$ cat config.mk
export PLATFORM = sky130hd
export DESIGN_NAME = pid_derivative_on_measurement_flat
export DESIGN_NICKNAME = d
export VERILOG_FILES = /design/src/design/pid_dom_pkg.sv /design/src/design/pid_dom_in_if.sv /design/src/design/pid_dom_out_if.sv /design/src/design/pid_dom_core.sv /design/src/design/pid_derivative_on_measurement.sv /design/src/flat_wrapper.sv
export VERILOG_INCLUDE_DIRS = /design/src /design/src/design
export SDC_FILE = /design/constraint.sdc
export NUM_CORES = 2
export LEC_CHECK = 0
export BUFFER_PORTS_ARGS = -buffer_cell sky130_fd_sc_hd__buf_2
export CELL_PAD_IN_SITES_DETAIL_PLACEMENT = 0
export CELL_PAD_IN_SITES_GLOBAL_PLACEMENT = 1
export CORE_ASPECT_RATIO = 1.75
export CORE_UTILIZATION = 41
export DETAILED_ROUTE_END_ITERATION = 10
export GPL_ROUTABILITY_DRIVEN = 0
export PLACE_DENSITY_LB_ADDON = 0.3
export SLEW_MARGIN = 40
export SYNTH_ARGS = -nofsm -noshare
export SYNTH_HDL_FRONTEND = slang
export SYNTH_SLANG_ARGS = --single-unit
export TNS_END_PERCENT = 30
$ cat constraint.sdc
create_clock -name clk_i -period 17.49 [get_ports clk_i]
set_input_delay 1.749 -clock clk_i [delete_from_list [all_inputs] [get_ports clk_i]]
set_output_delay 1.749 -clock clk_i [all_outputs]
set_load 0.005 [all_outputs]
$ cat src/design/pid_derivative_on_measurement_assert.svh
// Assertion macros used by the top-level design file.
// The clock and active-low reset are passed in so that each use names its own.
`ifndef PID_DERIVATIVE_ON_MEASUREMENT_ASSERT_SVH
`define PID_DERIVATIVE_ON_MEASUREMENT_ASSERT_SVH

`ifndef SYNTHESIS
`define PID_DOM_ASSERT(lbl, clk, rstn, prop) \
  lbl: assert property (@(posedge clk) disable iff (!rstn) (prop)) \
    else $error("pid_dom assertion failed");
`define PID_DOM_ASSERT_NEVER(lbl, clk, rstn, cond) \
  lbl: assert property (@(posedge clk) disable iff (!rstn) !(cond)) \
    else $error("pid_dom forbidden condition seen");
`else
`define PID_DOM_ASSERT(lbl, clk, rstn, prop)
`define PID_DOM_ASSERT_NEVER(lbl, clk, rstn, cond)
`endif

`endif

$ cat src/design/pid_dom_pkg.sv
package pid_dom_pkg;

  localparam int unsigned DataW = 16;
  localparam int unsigned DiffW = DataW + 1;
  localparam int unsigned ProdW = 2 * DiffW;
  localparam int unsigned AccW  = 28;
  localparam int unsigned CfgIdxW = 3;

  localparam logic [CfgIdxW-1:0] CFG_PROP_GAIN  = 3'd0;
  localparam logic [CfgIdxW-1:0] CFG_INTEG_GAIN = 3'd1;
  localparam logic [CfgIdxW-1:0] CFG_DERIV_GAIN = 3'd2;
  localparam logic [CfgIdxW-1:0] CFG_LIMIT_LOW  = 3'd3;
  localparam logic [CfgIdxW-1:0] CFG_LIMIT_HIGH = 3'd4;

  localparam logic signed [DataW-1:0] LIMIT_LOW_RST  = -16'sd8192;
  localparam logic signed [DataW-1:0] LIMIT_HIGH_RST = 16'sd8192;

  typedef struct packed {
    logic        [DataW-1:0] prop_gain;
    logic        [DataW-1:0] integ_gain;
    logic        [DataW-1:0] deriv_gain;
    logic signed [DataW-1:0] limit_low;
    logic signed [DataW-1:0] limit_high;
  } cfg_t;

  typedef struct packed {
    logic signed [DataW-1:0] integral_sum;
    logic signed [DataW-1:0] prev_measured;
  } state_t;

  // Greater-than test first, so inverted limits still give one of the two.
  function automatic logic signed [DataW-1:0] clamp_lim(
    input logic signed [AccW-1:0]  v,
    input logic signed [DataW-1:0] lo,
    input logic signed [DataW-1:0] hi
  );
    logic signed [DataW-1:0] r;
    if (v > hi) begin
      r = hi;
    end else if (v < lo) begin
      r = lo;
    end else begin
      r = v[DataW-1:0];
    end
    return r;
  endfunction

endpackage

$ cat src/design/pid_dom_in_if.sv
interface pid_dom_in_if import pid_dom_pkg::*; ();
  logic                    valid;
  logic                    ready;
  logic signed [DataW-1:0] target;
  logic signed [DataW-1:0] measured;

  modport source (output valid, output target, output measured, input ready);
  modport sink   (input valid, input target, input measured, output ready);
endinterface

$ cat src/design/pid_dom_out_if.sv
interface pid_dom_out_if import pid_dom_pkg::*; ();
  logic                    valid;
  logic                    ready;
  logic signed [DataW-1:0] drive;

  modport source (output valid, output drive, input ready);
  modport sink   (input valid, input drive, output ready);
endinterface

$ cat src/design/pid_dom_core.sv
// Single-pass control law: three products, floor to Q2.13 and two clamps.
module pid_dom_core import pid_dom_pkg::*; (
  input  cfg_t                    cfg_i,
  input  state_t                  state_i,
  input  logic signed [DataW-1:0] target_i,
  input  logic signed [DataW-1:0] measured_i,
  output logic signed [DataW-1:0] integral_o,
  output logic signed [DataW-1:0] drive_o
);

  logic signed [DiffW-1:0]   err;
  logic signed [DiffW-1:0]   dmeas;
  logic signed [ProdW-1:0]   ki_prod;
  logic signed [ProdW-1:0]   kp_prod;
  logic signed [ProdW-1:0]   kd_prod;
  logic signed [ProdW:0]     pd_sum;
  logic signed [ProdW-9:0]   ki_floor;
  logic signed [ProdW-8:0]   pd_floor;
  logic signed [ProdW-8:0]   integ_acc;
  logic signed [AccW-1:0]    drive_acc;

  assign err   = DiffW'(target_i) - DiffW'(measured_i);
  assign dmeas = DiffW'(measured_i) - DiffW'(state_i.prev_measured);

  assign ki_prod = $signed({1'b0, cfg_i.integ_gain}) * err;
  assign kp_prod = $signed({1'b0, cfg_i.prop_gain}) * err;
  assign kd_prod = $signed({1'b0, cfg_i.deriv_gain}) * dmeas;

  // Dropping the low eight bits of a two's complement value floors it.
  assign ki_floor = ki_prod[ProdW-1:8];
  assign pd_sum   = (ProdW+1)'(kp_prod) - (ProdW+1)'(kd_prod);
  assign pd_floor = pd_sum[ProdW:8];

  assign integ_acc  = (ProdW-7)'(state_i.integral_sum) + (ProdW-7)'(ki_floor);
  assign integral_o = clamp_lim(AccW'(integ_acc), cfg_i.limit_low, cfg_i.limit_high);

  assign drive_acc = AccW'(pd_floor) + AccW'(integral_o);
  assign drive_o   = clamp_lim(drive_acc, cfg_i.limit_low, cfg_i.limit_high);

endmodule

$ cat src/design/pid_derivative_on_measurement.sv
// Channel   Role    Payload                          Transfer when
// in_ch     sink    target, measured (Q2.13 signed)  valid && ready
// out_ch    source  drive (Q2.13 signed)             valid && ready
//
// A transfer on in_ch is held in an input register; the control law is then
// evaluated on it in one combinational pass and the drive lands in the result
// register, which out_ch presents until the drive is taken.
// One item is taken every cycle while out_ch is not stalled; a stall holds the
// result and the waiting input, and in_ch takes items again once out_ch moves.
// Reset clears the gains, sets the limits to -1.0 and +1.0 and zeroes the state.
`include "pid_derivative_on_measurement_assert.svh"

module pid_derivative_on_measurement import pid_dom_pkg::*; (
  input  logic               clk_i,
  input  logic               rst_ni,
  input  logic               cfg_we_i,
  input  logic [CfgIdxW-1:0] cfg_idx_i,
  input  logic [DataW-1:0]   cfg_wdata_i,
  pid_dom_in_if.sink         in_ch,
  pid_dom_out_if.source      out_ch
);

  cfg_t   cfg_q;
  state_t state_q;
  state_t state_d;

  logic signed [DataW-1:0] integral_d;

  logic                    in_vld_q;
  logic signed [DataW-1:0] target_q;
  logic signed [DataW-1:0] measured_q;

  logic                    out_vld_q;
  logic signed [DataW-1:0] drive_q;
  logic signed [DataW-1:0] drive_d;

  logic in_xfer;
  logic advance;

  // The held item moves to the result register when that register is free
  // or is being emptied in this cycle.
  assign advance      = in_vld_q && (!out_vld_q || out_ch.ready);
  assign in_ch.ready  = !in_vld_q || advance;
  assign in_xfer      = in_ch.valid && in_ch.ready;
  assign out_ch.valid = out_vld_q;
  assign out_ch.drive = drive_q;

  // Configuration registers; indexes beyond the list are ignored.
  always_ff @(posedge clk_i or negedge rst_ni) begin
    if (!rst_ni) begin
      cfg_q.prop_gain  <= '0;
      cfg_q.integ_gain <= '0;
      cfg_q.deriv_gain <= '0;
      cfg_q.limit_low  <= LIMIT_LOW_RST;
      cfg_q.limit_high <= LIMIT_HIGH_RST;
    end else if (cfg_we_i) begin
      case (cfg_idx_i)
        CFG_PROP_GAIN:  cfg_q.prop_gain  <= cfg_wdata_i;
        CFG_INTEG_GAIN: cfg_q.integ_gain <= cfg_wdata_i;
        CFG_DERIV_GAIN: cfg_q.deriv_gain <= cfg_wdata_i;
        CFG_LIMIT_LOW:  cfg_q.limit_low  <= $signed(cfg_wdata_i);
        CFG_LIMIT_HIGH: cfg_q.limit_high <= $signed(cfg_wdata_i);
        default: ;
      endcase
    end
  end

  pid_dom_core u_core (
    .cfg_i      (cfg_q),
    .state_i    (state_q),
    .target_i   (target_q),
    .measured_i (measured_q),
    .integral_o (integral_d),
    .drive_o    (drive_d)
  );

  assign state_d = '{integral_sum: integral_d, prev_measured: measured_q};

  // Controller state changes only when an item completes its pass.
  always_ff @(posedge clk_i or negedge rst_ni) begin
    if (!rst_ni) begin
      state_q <= '0;
    end else if (advance) begin
      state_q <= state_d;
    end
  end

  always_ff @(posedge clk_i or negedge rst_ni) begin
    if (!rst_ni) begin
      in_vld_q <= 1'b0;
    end else if (in_ch.ready) begin
      in_vld_q <= in_ch.valid;
    end
  end

  always_ff @(posedge clk_i) begin
    if (in_xfer) begin
      target_q   <= in_ch.target;
      measured_q <= in_ch.measured;
    end
  end

  always_ff @(posedge clk_i or negedge rst_ni) begin
    if (!rst_ni) begin
      out_vld_q <= 1'b0;
    end else if (advance) begin
      out_vld_q <= 1'b1;
    end else if (out_ch.ready) begin
      out_vld_q <= 1'b0;
    end
  end

  always_ff @(posedge clk_i) begin
    if (advance) begin
      drive_q <= drive_d;
    end
  end

  // in_ch may only be held off while both registers are full and stalled.
  `PID_DOM_ASSERT_NEVER(a_ready_low_only_when_full, clk_i, rst_ni,
    !in_ch.ready && !(in_vld_q && out_vld_q && !out_ch.ready))
  `PID_DOM_ASSERT(a_advance_fills_output, clk_i, rst_ni, advance |=> out_vld_q)
  `PID_DOM_ASSERT(a_state_holds_when_idle, clk_i, rst_ni,
    !advance |=> $stable(state_q))
  `PID_DOM_ASSERT(a_prev_meas_tracks_item, clk_i, rst_ni,
    advance |=> (state_q.prev_measured == $past(measured_q)))

endmodule
$ cat src/flat_wrapper.sv
// flat-port wrapper written by rule: the top's interface ports become plain ports
module pid_derivative_on_measurement_flat import pid_dom_pkg::*;
  (clk_i, rst_ni, cfg_we_i, cfg_idx_i, cfg_wdata_i, in_ch_valid, in_ch_target, in_ch_measured, in_ch_ready, out_ch_valid, out_ch_drive, out_ch_ready);
  pid_dom_in_if in_ch_i ();
  pid_dom_out_if out_ch_i ();
  input  logic clk_i;
  input  logic rst_ni;
  input  logic cfg_we_i;
  input  logic [CfgIdxW-1:0] cfg_idx_i;
  input  logic [DataW-1:0] cfg_wdata_i;
  input wire logic [$bits(in_ch_i.valid)-1:0] in_ch_valid;
  input wire logic [$bits(in_ch_i.target)-1:0] in_ch_target;
  input wire logic [$bits(in_ch_i.measured)-1:0] in_ch_measured;
  output wire logic [$bits(in_ch_i.ready)-1:0] in_ch_ready;
  output wire logic [$bits(out_ch_i.valid)-1:0] out_ch_valid;
  output wire logic [$bits(out_ch_i.drive)-1:0] out_ch_drive;
  input wire logic [$bits(out_ch_i.ready)-1:0] out_ch_ready;
  assign in_ch_i.valid = in_ch_valid;
  assign in_ch_i.target = in_ch_target;
  assign in_ch_i.measured = in_ch_measured;
  assign in_ch_ready = in_ch_i.ready;
  assign out_ch_valid = out_ch_i.valid;
  assign out_ch_drive = out_ch_i.drive;
  assign out_ch_i.ready = out_ch_ready;
  pid_derivative_on_measurement u_core (.clk_i(clk_i), .rst_ni(rst_ni), .cfg_we_i(cfg_we_i), .cfg_idx_i(cfg_idx_i), .cfg_wdata_i(cfg_wdata_i), .in_ch(in_ch_i), .out_ch(out_ch_i));
endmodule
==> impl_metrics.csv <==
group,metric,value,unit
layout,fill_cells,9387,
worst_setup_path,crit_path_max_incr_delay,0.51,ns
layout,fin_nets,5787,
job,cap_viol_max_count,0,
worst_hold_path,min_to,"u_core.state_q[13]",
yosys,ys_top_cells_by_area,"fa_1, ha_1, inv_1",
yosys,synthAdderAreaFrac,51.9,%
clock_tree,cts_buffer_depth,2,
place,placed_cell_area,43500,µm²
worst_setup_path,crit_top_cell,"fa_1",
clock_tree,cts-root-buf,"clkbuf_16",
sta,post-route-period-util,94.7,%
yosys,yosys.area_share.xor_xnor,2.33,%
die,design.core.area,95900,µm²
yosys,synth.most_common_cell,"inv_1",
yosys,synth_async_sr_flop_share,70.4,%
clock_tree,clkLatencyLatePin,0.51,ns
grt,antenna_found_initial,2,
yosys,syn_area_per_cell,9.33,µm²
yosys,synth.distinct_cells,80,
yosys,synth_area_leader_cell,"fa_1",
detailed_routing,vias,29600,
yosys,yosys_register_bits,162,
worst_setup_path,reg2reg_setup_slack,0.93,ns
yosys,synth_top_family_by_area,"adder cells",
yosys,synth_edf_count,48,
sta,slew_headroom,35.7,%
yosys,muxShareOfSynthArea,3.37,%
worst_setup_path,critPathCaptureType,"flip-flop",
yosys,synth_common_cells,"inv_1, fa_1, ha_1",
die,die_w,238,µm
detailed_routing,dr.pass1.iters,5,
yosys,synth_flop_cell,"dfrtp_1",
die,die_h,414,µm
layout,stdcell_area,44500,µm²
sta,tightest_slew,0.955,ns
worst_setup_path,r2r_start,"u_core.measured_q[0]",
clock_tree,path_clk_slew,0.08,ns
yosys,synth_top_area_share,35.3,%
die,initial_utilization,41.5,%
worst_setup_path,path_max_fanout,6,
layout,drive_above_1_share,12.6,%
worst_setup_path,timing.rr.end,"u_core.out_ch.drive[2]",
detailed_routing,via_per_inst,5.10,
sta,min_period,16.56,ns
worst_setup_path,cp_slowest_cell,"fa_1",
place,port-buffer-count,73,
yosys,synth_compound_area_share,6.35,%
detailed_routing,drt_wl_total,110000,µm
clock_tree,numCtsBuffers,17,
yosys,synth_cells,4271,
place,placed_cells,5763,
detailed_routing,drc,0,
worst_setup_path,required,17.84,ns
detailed_routing,routedWlPerCell,18.9,µm
detailed_routing,ant_nets,0,
die,std_cell_rows,150,
yosys,syn_area,39800,µm²
sta,whs,0.486,ns
clock_tree,htree_num_levels,4,
clock_tree,cts_tree,"built",
yosys,yosysSeqAreaShare,10.8,%
clock_tree,cts_sinks,162,
sta,timing.final.ws_setup,0.929,ns
worst_hold_path,whs_path_depth,2,
detailed_routing,drt_iter0_drc,1124,
worst_hold_path,holdCritStartpoint,"u_core.state_q[13]",
die,ios,74,
grt,grt_pass1_vias,33200,
yosys,syn-num-nets,5559,
layout,area_growth,11.7,%
die,dieArea,98500,µm²
place,hpwl,94900,µm
worst_hold_path,hold_class,"reg -> reg",
status,outcome,"finished clean",
sta,finalSetupViolCount,0,
yosys,synth-simple-area-share,15.4,%
worst_setup_path,crit_type,"reg -> reg",
grt,grt_max_degree,60,
worst_setup_path,arrival,16.91,ns
worst_setup_path,reg2reg_depth,80,
sta,hold_violations,0,
sta,slew_viol_final,0,
grt,track_usage,23.3,%
layout,fin_cells,5805,
grt,grt-ovfl-total,0,
clock_tree,hold_buffers,0,
sta,skew,0.0207,ns
yosys,ys.warnings.count,0,
sta,fmax,60.4,MHz
worst_setup_path,cp-start-kind,"flip-flop",
grt,grt_pass1_wl,177000,µm
place,place_worst_setup_slack,-0.548,ns
worst max-delay path: cells and delay by family (launching register included):
kind	cells	cell delay, ns
AO/OA/AOI/OAI	36	6.14
XOR/XNOR	4	0.62
adder cells (fa/ha/maj)	14	5.38
buffers and inverters	8	0.96
flip-flops	1	0.40
multiplexers	3	0.82
AND/OR/NAND/NOR	15	2.06
stage by stage:
step | setup TNS, ns | util (%)
after floorplan | 0 | -
after global placement | -6.20 | 45.3
after detailed placement | -8.38 | 45.4
after CTS | 0 | 46.0
after global routing | -0.811 | 46.4
final | 0 | 46.4
kinds of logic (layout without fill, tap and decap cells):
family,Yosys count,count (layout)
DFF,162,162
AOI/OAI and AO/OA,394,394
adders and majority gates,1232,1232
muxes,124,124
and+or+nand+nor,1211,1211
other,0,1
buffers and inverters,1042,1283
xor gates and xnor gates,106,106
placed cells by master (no fill, tap or decap), types with 9 or more instances in the layout:
master     instances
a211oi_1          14
a21o_1            44
a21oi_1           93
a21oi_2           11
and2_1           321
and3_1            19
buf_2             72
buf_4            269
clkbuf_16         19
dfrtp_1          110
edfxtp_1          48
fa_1             703
ha_1             527
inv_1            896
mux2_2            80
mux2i_1           43
nand2_1          440
nand2b_1          32
nand3_1           51
nand4_1           19
nor2_1           121
nor2b_1           97
nor3_1            23
nor3b_1           17
o211ai_1           9
o21a_1            19
o21ai_0           91
o21ai_1           14
o21bai_1          17
or2_1              9
or2_2             18
xnor2_1           67
xor2_1            26
worst max-delay path by stage:
stage / cells past startpoint / from / endpoint / slack [ns]
after floorplan: 78 / u_core.measured_q[0] / u_core.out_ch.drive[10] / 0.15
after global placement: 79 / u_core.measured_q[0] / u_core.out_ch.drive[1] / -0.40
after detailed placement: 79 / u_core.measured_q[0] / u_core.out_ch.drive[10] / -0.55
after CTS: 83 / u_core.measured_q[0] / u_core.out_ch.drive[0] / 0.04
after global routing: 78 / u_core.measured_q[0] / u_core.out_ch.drive[0] / -0.08
final: 80 / u_core.measured_q[0] / u_core.out_ch.drive[2] / 0.93
metal layers:
layer  GRT usage [%]  wire length, µm
met1            25.2            40800
met2            45.7            61600
met3            1.87             2310
met4            9.69             4820
met5               0                0
sequential cells by signal, summed over array words and instances (netlist names):
name                 flops
u_core.cfg_q            80
u_core.measured_q       16
u_core.target_q         16
u_core.in_vld_q          1
u_core.out_ch.valid      1
u_core.state_q          32
u_core.out_ch.drive     16
area by class of cell:
cell class	count	area [µm²]	share of cell area [%]
Sequential cell	162	4300	9.66
Tap cell	1292	1620	3.63
Inverter	898	3370	7.57
Clock buffer	18	429	0.964
Multi-Input combinational cell	3067	32100	72.0
Timing Repair Buffer	353	2610	5.87
Clock inverter	14	121	0.273
Antenna cell	1	2.50	0.00562
repair_timing:
item	4_1_cts	5_1_grt
gates cloned	0	2
endpoints found under the setup margin	16	16
pin swaps	0	26
endpoints found under the hold margin	0	0
setup buffers	1	5
gates resized for setup	12	53
Power is left out: the tool's default activity adds up to more than one toggle a clock period on the data nets, which glitch-free logic cannot reach.
